$ cat src/design/qrenc_pkg.sv
// Package for the QR data segment bit encoder.
// Holds the mode codes, group widths, kanji ranges and the alphanumeric lookup.
// No dependencies.
`default_nettype none

package qrenc_pkg;

    // Mode register codes.
    localparam logic [1:0] MODE_NUMERIC = 2'd0;
    localparam logic [1:0] MODE_ALNUM   = 2'd1;
    localparam logic [1:0] MODE_BYTE    = 2'd2;
    localparam logic [1:0] MODE_KANJI   = 2'd3;

    // Register indexes.
    localparam logic REG_MODE = 1'b0;

    // Group bit counts.
    localparam logic [3:0] BC_NONE      = 4'd0;
    localparam logic [3:0] BC_NUM_ONE   = 4'd4;
    localparam logic [3:0] BC_ALNUM_ONE = 4'd6;
    localparam logic [3:0] BC_NUM_TWO   = 4'd7;
    localparam logic [3:0] BC_BYTE      = 4'd8;
    localparam logic [3:0] BC_NUM_THREE = 4'd10;
    localparam logic [3:0] BC_ALNUM_TWO = 4'd11;
    localparam logic [3:0] BC_KANJI     = 4'd13;

    // Shift-JIS kanji ranges and the offsets subtracted from them.
    localparam logic [15:0] KANJI_LO_FIRST  = 16'd33088;
    localparam logic [15:0] KANJI_HI_FIRST  = 16'd40956;
    localparam logic [15:0] KANJI_LO_SECOND = 16'd57408;
    localparam logic [15:0] KANJI_HI_SECOND = 16'd60351;
    localparam logic [15:0] KANJI_OFS_SECOND = 16'd49472;

    // Character codes used by the numeric and alphanumeric tables.
    localparam logic [15:0] CHAR_ZERO  = 16'd48;
    localparam logic [15:0] CHAR_NINE  = 16'd57;
    localparam logic [15:0] CHAR_UPA   = 16'd65;
    localparam logic [15:0] CHAR_UPZ   = 16'd90;
    localparam logic [15:0] LETTER_OFS = 16'd55;

    // Alphanumeric lookup result.
    typedef struct packed {
        logic       bad;
        logic [5:0] value;
    } t_alnum;

    // Map a character to its alphanumeric value 0..44; unknown ones give 1 and bad.
    function automatic t_alnum alnum_lookup(input logic [15:0] c);
        t_alnum     res;
        logic [15:0] diff;
        res  = '{bad: 1'b0, value: 6'd1};
        diff = 16'd0;
        if (c >= CHAR_ZERO && c <= CHAR_NINE) begin
            diff      = c - CHAR_ZERO;
            res.value = diff[5:0];
        end else if (c >= CHAR_UPA && c <= CHAR_UPZ) begin
            diff      = c - LETTER_OFS;
            res.value = diff[5:0];
        end else begin
            case (c)
                16'd32: res.value = 6'd36;
                16'd36: res.value = 6'd37;
                16'd37: res.value = 6'd38;
                16'd42: res.value = 6'd39;
                16'd43: res.value = 6'd40;
                16'd45: res.value = 6'd41;
                16'd46: res.value = 6'd42;
                16'd47: res.value = 6'd43;
                16'd58: res.value = 6'd44;
                default: begin
                    res.bad   = 1'b1;
                    res.value = 6'd1;
                end
            endcase
        end
        return res;
    endfunction

endpackage

`default_nettype wire

$ cat src/design/qr_data_mode_bit_encoder.sv
// Top level of the QR data segment bit encoder: grouping logic, mode register
// and result register. Depends on qrenc_pkg.
`default_nettype none

// Packs one symbol per request into QR payload bit groups in the mode held by the
// mode register (numeric, alphanumeric, byte or kanji); mode and count headers are
// not produced. A request is taken in every cycle while the result register is
// empty or being drained, and its result, if any, appears in the next cycle; the
// single result register alone sets the rate, so sustained throughput is one
// symbol per cycle while i_ready is high. Numeric and alphanumeric symbols that
// leave a group open without i_last are held and give no result. Writing
// the mode register discards held symbols, and must be done only while idle.
module qr_data_mode_bit_encoder (
    input  wire logic        i_clk,
    input  wire logic        i_rst_n,
    // Configuration port
    input  wire logic        psel,
    input  wire logic        penable,
    input  wire logic        pwrite,
    input  wire logic [2:0]  paddr,
    input  wire logic [31:0] pwdata,
    output logic      [31:0] prdata,
    output logic             pready,
    // Symbol requests
    input  wire logic        i_valid,
    output logic             o_ready,
    input  wire logic [15:0] i_symbol,
    input  wire logic        i_last,
    // Result requests
    output logic             o_valid,
    input  wire logic        i_ready,
    output logic      [12:0] o_bits,
    output logic      [3:0]  o_bit_count,
    output logic             o_bad_symbol,
    output logic             o_end_of_segment
);
    import qrenc_pkg::*;

    logic [1:0]  r_mode;
    logic [1:0]  r_pend_count;
    logic [6:0]  r_pend_value;
    logic        r_pend_bad;
    logic [1:0]  n_pend_count;
    logic [6:0]  n_pend_value;
    logic        n_pend_bad;

    logic        r_out_valid;
    logic [12:0] r_bits;
    logic [3:0]  r_bit_count;
    logic        r_bad;
    logic        r_end;
    logic        n_emit;
    logic [12:0] n_bits;
    logic [3:0]  n_bit_count;
    logic        n_bad;

    logic        cfg_write;
    logic        accept;
    t_alnum      alnum;
    logic        dig_ok;
    logic [9:0]  num_value;
    logic [1:0]  num_count;
    logic [10:0] alnum_pair;
    logic [15:0] kanji_off;
    logic        kanji_first;
    logic        kanji_second;
    logic [12:0] kanji_value;

    // Handshakes.
    assign pready    = 1'b1;
    assign cfg_write = psel && penable && pwrite && (paddr[2] == REG_MODE);
    assign o_ready   = !r_out_valid || i_ready;
    assign accept    = i_valid && o_ready;

    // Register read-back.
    always_comb begin
        prdata = 32'd0;
        if (paddr[2] == REG_MODE) begin
            prdata = {30'd0, r_mode};
        end
    end

    // Per-mode arithmetic on the incoming symbol.
    always_comb begin
        alnum        = alnum_lookup(i_symbol);
        dig_ok       = (i_symbol >= CHAR_ZERO) && (i_symbol <= CHAR_NINE);
        num_value    = ({3'd0, r_pend_value} << 3) + ({3'd0, r_pend_value} << 1)
                       + {6'd0, (dig_ok ? i_symbol[3:0] : 4'd0)};
        num_count    = r_pend_count + 2'd1;
        alnum_pair   = ({4'd0, r_pend_value} << 5) + ({4'd0, r_pend_value} << 3)
                       + ({4'd0, r_pend_value} << 2) + {4'd0, r_pend_value}
                       + {5'd0, alnum.value};
        kanji_first  = (i_symbol >= KANJI_LO_FIRST) && (i_symbol <= KANJI_HI_FIRST);
        kanji_second = (i_symbol >= KANJI_LO_SECOND) && (i_symbol <= KANJI_HI_SECOND);
        kanji_off    = kanji_first ? (i_symbol - KANJI_LO_FIRST)
                                   : (i_symbol - KANJI_OFS_SECOND);
        // High byte times 192 is (x << 7) + (x << 6).
        kanji_value  = ({7'd0, kanji_off[13:8]} << 7) + ({7'd0, kanji_off[13:8]} << 6)
                       + {5'd0, kanji_off[7:0]};
    end

    // Group completion and next pending state.
    always_comb begin
        n_emit       = 1'b0;
        n_bits       = 13'd0;
        n_bit_count  = BC_NONE;
        n_bad        = 1'b0;
        n_pend_count = 2'd0;
        n_pend_value = 7'd0;
        n_pend_bad   = 1'b0;
        case (r_mode)
            MODE_NUMERIC: begin
                n_bits = {3'd0, num_value};
                n_bad  = r_pend_bad || !dig_ok;
                if (num_count == 2'd3 || i_last) begin
                    n_emit = 1'b1;
                    case (num_count)
                        2'd3:    n_bit_count = BC_NUM_THREE;
                        2'd2:    n_bit_count = BC_NUM_TWO;
                        default: n_bit_count = BC_NUM_ONE;
                    endcase
                end else begin
                    n_pend_count = num_count;
                    n_pend_value = num_value[6:0];
                    n_pend_bad   = n_bad;
                end
            end
            MODE_ALNUM: begin
                if (r_pend_count != 2'd0) begin
                    n_emit      = 1'b1;
                    n_bits      = {2'd0, alnum_pair};
                    n_bit_count = BC_ALNUM_TWO;
                    n_bad       = r_pend_bad || alnum.bad;
                end else if (i_last) begin
                    n_emit      = 1'b1;
                    n_bits      = {7'd0, alnum.value};
                    n_bit_count = BC_ALNUM_ONE;
                    n_bad       = alnum.bad;
                end else begin
                    n_pend_count = 2'd1;
                    n_pend_value = {1'b0, alnum.value};
                    n_pend_bad   = alnum.bad;
                end
            end
            MODE_BYTE: begin
                n_emit      = 1'b1;
                n_bits      = {5'd0, i_symbol[7:0]};
                n_bit_count = BC_BYTE;
                n_bad       = (i_symbol[15:8] != 8'd0);
            end
            default: begin
                n_emit = 1'b1;
                if (kanji_first || kanji_second) begin
                    n_bits      = kanji_value;
                    n_bit_count = BC_KANJI;
                end else begin
                    n_bad = 1'b1;
                end
            end
        endcase
    end

    // Mode register and held symbols.
    always_ff @(posedge i_clk) begin
        if (!i_rst_n) begin
            r_mode       <= MODE_NUMERIC;
            r_pend_count <= 2'd0;
            r_pend_value <= 7'd0;
            r_pend_bad   <= 1'b0;
        end else if (cfg_write) begin
            r_mode       <= pwdata[1:0];
            r_pend_count <= 2'd0;
            r_pend_value <= 7'd0;
            r_pend_bad   <= 1'b0;
        end else if (accept) begin
            r_pend_count <= n_pend_count;
            r_pend_value <= n_pend_value;
            r_pend_bad   <= n_pend_bad;
        end
    end

    // Result register valid flag.
    always_ff @(posedge i_clk) begin
        if (!i_rst_n) begin
            r_out_valid <= 1'b0;
        end else if (accept) begin
            r_out_valid <= n_emit;
        end else if (i_ready) begin
            r_out_valid <= 1'b0;
        end
    end

    // Result payload.
    always_ff @(posedge i_clk) begin
        if (accept && n_emit) begin
            r_bits      <= n_bits;
            r_bit_count <= n_bit_count;
            r_bad       <= n_bad;
            r_end       <= i_last;
        end
    end

    assign o_valid          = r_out_valid;
    assign o_bits           = r_bits;
    assign o_bit_count      = r_bit_count;
    assign o_bad_symbol     = r_bad;
    assign o_end_of_segment = r_end;

`ifndef SYNTHESIS
    // A byte symbol always produces an 8-bit result in the next cycle.
    a_byte_emits: assert property (@(posedge i_clk) disable iff (!i_rst_n)
        (accept && !cfg_write && r_mode == MODE_BYTE)
        |=> (o_valid && o_bit_count == BC_BYTE))
        else $error("byte symbol did not produce an 8-bit result");

    // A zero-bit result is only a dropped kanji code.
    a_empty_result: assert property (@(posedge i_clk) disable iff (!i_rst_n)
        (o_valid && o_bit_count == BC_NONE) |-> (o_bits == 13'd0 && o_bad_symbol))
        else $error("zero-bit result without flag or with nonzero bits");

    // Alphanumeric mode holds at most one symbol.
    a_alnum_pending: assert property (@(posedge i_clk) disable iff (!i_rst_n)
        (r_mode == MODE_ALNUM) |-> (r_pend_count <= 2'd1))
        else $error("alphanumeric mode holds more than one symbol");

    // Numeric mode never holds a full group.
    a_num_pending: assert property (@(posedge i_clk) disable iff (!i_rst_n)
        (r_mode == MODE_NUMERIC) |-> (r_pend_count <= 2'd2 && r_pend_value <= 7'd99))
        else $error("numeric pending state out of range");

    // A full kanji group is never flagged.
    a_kanji_clean: assert property (@(posedge i_clk) disable iff (!i_rst_n)
        (o_valid && o_bit_count == BC_KANJI) |-> !o_bad_symbol)
        else $error("13-bit kanji result carries a bad flag");
`endif

endmodule

`default_nettype wire
$ cat config.mk
export PLATFORM = sky130hd
export DESIGN_NAME = qr_data_mode_bit_encoder
export DESIGN_NICKNAME = d
export VERILOG_FILES = /design/src/design/qrenc_pkg.sv /design/src/design/qr_data_mode_bit_encoder.sv
export SDC_FILE = /design/constraint.sdc
export NUM_CORES = 1
export LEC_CHECK = 0
export BUFFER_PORTS_ARGS = -buffer_cell sky130_fd_sc_hd__buf_2
export CAP_MARGIN = 15
export CORE_ASPECT_RATIO = 0.9
export CORE_MARGIN = 2
export CORE_UTILIZATION = 50
export CTS_CLUSTER_SIZE = 14
export DETAILED_ROUTE_END_ITERATION = 10
export GPL_TIMING_DRIVEN = 0
export PLACE_DENSITY = 0.79
export SYNTH_ARGS = -nofsm -noshare
export SYNTH_HDL_FRONTEND = slang
export SYNTH_SLANG_ARGS = --single-unit
$ cat constraint.sdc
create_clock -name i_clk -period 5.3 [get_ports i_clk]
set_input_delay 1.06 -clock i_clk [delete_from_list [all_inputs] [get_ports i_clk]]
set_output_delay 1.06 -clock i_clk [all_outputs]
set_load 0.01 [all_outputs]
# Word-level counts from Yosys, hierarchy flattened
# Cells that the tools add are included.
# word_totals
reg_bits,32
output_inout_bits,54
# classes
add_sub_neg,13
magnitude_cmp,8
eq_ne,13
mux,41
bitwise,2
reduce_logical,22
# ops
cell,count
$eq A16 B6 Y1 const B,9
$pmux W6 S9,1
$pmux W13 S3,1
$ge A16 B16 Y1 const B,2
$le A16 B16 Y1 const B,2
$mux W6,5
$sub A14 B9 Y14 const B,2
$ge A16 B6 Y1 const B,1
$ge A16 B7 Y1 const B,1
$le A16 B6 Y1 const B,1
$le A16 B7 Y1 const B,1
$mux W1,16
$mux W4,4
$mux W14,1
$pmux W7 S2,1
$add A13 B12 Y13,1
$add A13 B8 Y13,1
$mux W13,1
$pmux W4 S3,1
$sub A6 B6 Y6 const B,2
$add A11 B10 Y11,1
$add A11 B6 Y11,1
$add A11 B7 Y11,1
$add A11 B9 Y11,1
22 further kinds,41

# Longest topological paths before layout
# depth
ltp_word,8
ltp_mapped,21
depth_no_buf,20

# Worst setup path after synthesis
# No wires, ideal clock.
# synth_timing
path_type,input port to flip-flop
start,in i_symbol[0]
end,"reg r_bits[9], in the netlist o_bits[9], data pin"
setup_ns,0.261
arrival_ns,5.447
t_required_ns,5.039
path_slack_ns,-0.408
stages,21
cell_sequence,buf_2 inv_1 ha_1 or4b_4 o211ai_4 nor3_1 a211o_1 nand2_1 nand2_1 fa_1 inv_1 fa_1 ha_1 ha_1 fa_1 a21o_1 a21oi_1 o21ai_0 xnor2_1 nor2_1 a221o_1
# synth_via
elab_chain_cells,7
elab_cells_between_ends,38
classes_between,8 x add/sub; 8 x order compare; 9 x eq/ne; 8 x mux; 5 x reduce/logical
# synth_rtl
element,line,source
start: declaration,qr_data_mode_bit_encoder.sv:27,"input wire logic [15:0] i_symbol,"
"$ge A16 B16 Y1, or another cell as far along",qr_data_mode_bit_encoder.sv:93,kanji_first = (i_symbol >= KANJI_LO_FIRST) && (i_symbol <= KANJI_HI_FIRST);
"$logic_and A1 B1 Y1, or another cell as far along",qr_data_mode_bit_encoder.sv:93,
$mux W14 or $mux W6 (tied branches),"qr_data_mode_bit_encoder.sv:95, qrenc_pkg.sv:56",
$add A13 B12 Y13 or $mux W6 (tied branches),"qr_data_mode_bit_encoder.sv:98, qrenc_pkg.sv:53",
$add A13 B8 Y13 or $add A11 B6 Y11 (tied branches),"qr_data_mode_bit_encoder.sv:99, qr_data_mode_bit_encoder.sv:92",
$mux W13 or $mux W11 (tied branches),"qr_data_mode_bit_encoder.sv:153, qr_data_mode_bit_encoder.sv:129",
$pmux W13 S3 *,qr_data_mode_bit_encoder.sv:111,case (r_mode)
named net n_bits[9],qr_data_mode_bit_encoder.sv:53,logic [12:0] n_bits;
end signal: assignment,qr_data_mode_bit_encoder.sv:196,r_bits <= n_bits;
end: declaration,qr_data_mode_bit_encoder.sv:48,logic [12:0] r_bits;
# Mark *: on every way through the listed nets, which the timed path passes. The rest lies on a longest branch.
# A chain may end at the register's enable or synchronous reset.

# Final worst setup path
# layout_timing
start,in i_symbol[1]
end,"reg r_bits[8], in the netlist o_bits[8], data pin"
# The elaborated chain is that of the path after synthesis.

==> results.txt <==
The floorplan die width came out at 102.4 um. TritonCTS built the clock tree. The placed wire-length estimate is 9178 um.

The setup path with the least slack is of type input port to flip-flop. The critical path endpoint category is a flip-flop. The ratio of total power to cell area came out at 143.5 nW/um2. After detailed routing, the total wire length is 11950 um. The global-route wire length before repair is 18570 um.

The layout filler cell count came out at 715. In this run, distinct cell masters in the synthesized netlist total 73. The worst clock skew is 0.007682 ns. The later pin in the worst-skew pair is clocked with a latency of 0.29 ns. The CTS root buffer is clkbuf_8. The worst path in the final design needs a cycle of 5.171 ns, including I/O delays and setup. The average vias per placed instance is 5.652. The cell-internal power came out at 505.4 uW. The combinational cell fraction of total power came out at 34.8%. The worst hold slack came out at 0.5498 ns. The I/O pin count came out at 113.

The depth of the CTS H-tree is 2. The leakage power is 0.002496 uW. The sequential power share came out at 36.4%.

The worst-case setup margin in the final layout is 0.1292 ns. By instance count, the leading cell after synthesis is ha_1. Based on the critical path, the design can be clocked at up to 0.1934 GHz. The path class of the lowest-slack min-delay path is flip-flop to flip-flop. The die height came out at 92.57 um. The worst-path maximum fanout came out at 9.

Summed over all layers, the global routing overflow is 0. Data on the critical path is required at its endpoint by 5.34 ns. The post-synthesis sequential area ratio is 19.06%. The number of sinks handled by clock tree synthesis is 32. The buffer levels on the longest clock path is 2.

The number of pins exceeding their max-slew limit in the final report came to 0. VDD sags by at most 0.09162 mV. The placer congestion estimate is 0.9138. The total negative slack for setup checks is 0 ns. The worst pin sits at a relative slew slack of 26.93%. The number of cells in the finished layout apart from fillers came out at 728.

The power spent charging and discharging nets came out at 258.6 uW. The cts-stage hold buffer count came out at 0. The layout overhead on the synthesized area came out at 22.16%. Cells with a size suffix above 1 make up 25.45% of the layout.

Setup repair after global routing could not meet its margin everywhere. The flow ran to the end, and the final reports show no timing, DRC or antenna violations. The via count of the first global-routing pass came out at 3845.

The setup slack after placement is -0.6635 ns. The violation count after the first detailed-routing iteration is 259. The final layout net count is 746. After synthesis, the mean cell area works out to 8.613 um2. The number of max-cap violations came out at 0. The biggest area contributor in the post-synthesis netlist is ha_1. The synthesis-stage register bit count came out at 32. Buffers placed on the I/O ports in this run total 46. The synthesized instance count is 506. The count of endpoints failing hold in the final timing report came out at 0. Global routing consumed, over all layers together, 25.12% of the routing resources. The kind of launch point of the worst setup path is an input port. The floorplan has 32 rows. The arrival time of the worst setup path is 5.21 ns. After synthesis, the largest area contributor takes up 17.80% of total cell area. Counting tap cells, the placed design contains a total of 701 instances. The number of buffers created by CTS is 5. The final period utilization is 97.56%. Setup violations remaining at the end of the flow were counted as 0.

The antenna diode count came out at 0. The initial standard-cell utilization of the core came out at 51.10%. The die covers 9480 um2. The count of nets left with antenna violations once routing finished came out at 0. After clock tree synthesis, the clock-pin slew on the worst setup and hold paths is 0.07 ns. The slew at the pin closest to its max-slew limit came out at 1.086 ns. The cell area after synthesis is 4358 um2.

The initial antenna violation count is 0. The most used flip-flop cell after synthesis is edfxtp_1. The clock network fraction of design power came out at 28.7%. By count the netlist is led by ha_1 (62), nor2_1 (41), a21oi_1 (37). The async set or reset register ratio after synthesis came out at 0%. The routed layout has 4115 vias. After synthesis, the cell types taking the most area are ha_1 (18%), edfxtp_1 (13%), fa_1 (7.8%). During synthesis, Yosys emitted a total of 0 warnings. The length of the first detailed-routing pass in iterations is 5. The routed length per instance came out at 16.41 um. The area of the placeable core is 8528 um2. The largest net degree at the start of global routing is 13.

The total DRC errors in the routed layout is 0. The number of enable-type register cells in the synthesized netlist is 19. The switching power share of the total came out at 33.85%.
[final timing paths]
path         slack [ns]         end            start  cells past startpoint
max reg2reg        1.47   o_bits[8]  r_pend_value[2]                     12
max                0.13   o_bits[8]      i_symbol[1]                     21
min reg2reg        0.55  r_pend_bad       r_pend_bad                      2
min                0.55  r_pend_bad       r_pend_bad                      2
[cells by family (layout without fill, tap and decap cells)]
group	Yosys count	after routing	synth area share [%]
other	2	31	0.1723
xor gates and xnor gates	24	24	4.823
and+or+nand+nor	139	139	16.28
AOI/OAI and AO/OA	140	140	22.65
buffers and inverters	85	159	10.22
muxes	5	5	1.177
DFF	32	32	19.06
adders and majority gates	79	79	25.61
[critical path, stage by stage]
cell      delay [ns]
buf_12          0.11
inv_6           0.05
ha_4            0.17
or4b_4          0.54
o211ai_4        0.25
nor3_2          0.06
a211o_1         0.26
nand2_1         0.08
nand2_2         0.07
fa_2            0.36
inv_2           0.07
fa_1            0.43
ha_4            0.25
ha_4            0.16
buf_4           0.12
a21oi_1         0.25
o21ai_0         0.15
a21oi_1         0.24
xor2_1          0.17
nor2_1          0.05
a221o_1         0.28
[power groups by stage]
stage,Clock (uW),Sequential [uW],Combinational (uW)
floorplan,0,288,165
global placement,0,284,231
detailed placement,0,284,241
CTS,220,278,254
global route,234,280,293
finish,219,278,266
[cells in the final DEF, fill, tap and decap left out, drive strengths merged, types with 14 or more instances in the layout]
cell type,synthesis,final
a21oi,37,37
xor2,14,14
nand2,34,34
o21ai,26,26
clkbuf,14,23
nor2,42,42
conb,2,31
ha,62,62
buf,36,99
edfxtp,19,19
fa,17,17
nor3,15,15
inv,34,34
[per-stage QoR]
step | power (uW) | utilization, % | area [um2]
finish | 764.0 | 62.43 | 5324
global route | 806.1 | 62.43 | 5324
CTS | 752.2 | 60.50 | 5160
detailed placement | 525.1 | 57.39 | 4895
global placement | 515.6 | 57.16 | 4875
floorplan | 452.5 | - | 4496
[state kept, by name, indices dropped and copies added (netlist names)]
| register | count |
|---|---|
| r_pend_count | 2 |
| r_pend_bad | 1 |
| o_bits | 13 |
| o_bad_symbol | 1 |
| o_end_of_segment | 1 |
| r_pend_value | 7 |
| o_valid | 1 |
| o_bit_count | 4 |
| r_mode | 2 |
[area by class of cell]
cell class,instances,area (um2),area share (%)
flip-flops and latches,32,830.8,15.61
clock buffers,6,93.84,1.763
repair buffers,66,422.9,7.944
clock inverters,2,12.51,0.2350
plain buffers,50,327.8,6.157
well taps,119,148.9,2.797
multi-input cells,418,3343,62.80
inverters,35,143.9,2.703
[routing by layer]
metal | wire [um] | track usage, % | vias to the layer above
met5 | 0 | 0 | -
met4 | 259 | 7.889 | 0
met3 | 882 | 4.151 | 27
met2 | 5672 | 41.45 | 206
met1 | 5134 | 33.47 | 1909
li1 | - | - | 1973
[what timing repair did]
action,in CTS,in global routing
resized for setup,17,31
pin swaps,14,21
setup buffers,14,5
setup endpoints to repair,6,5
(Power assumes the default switching activity.)
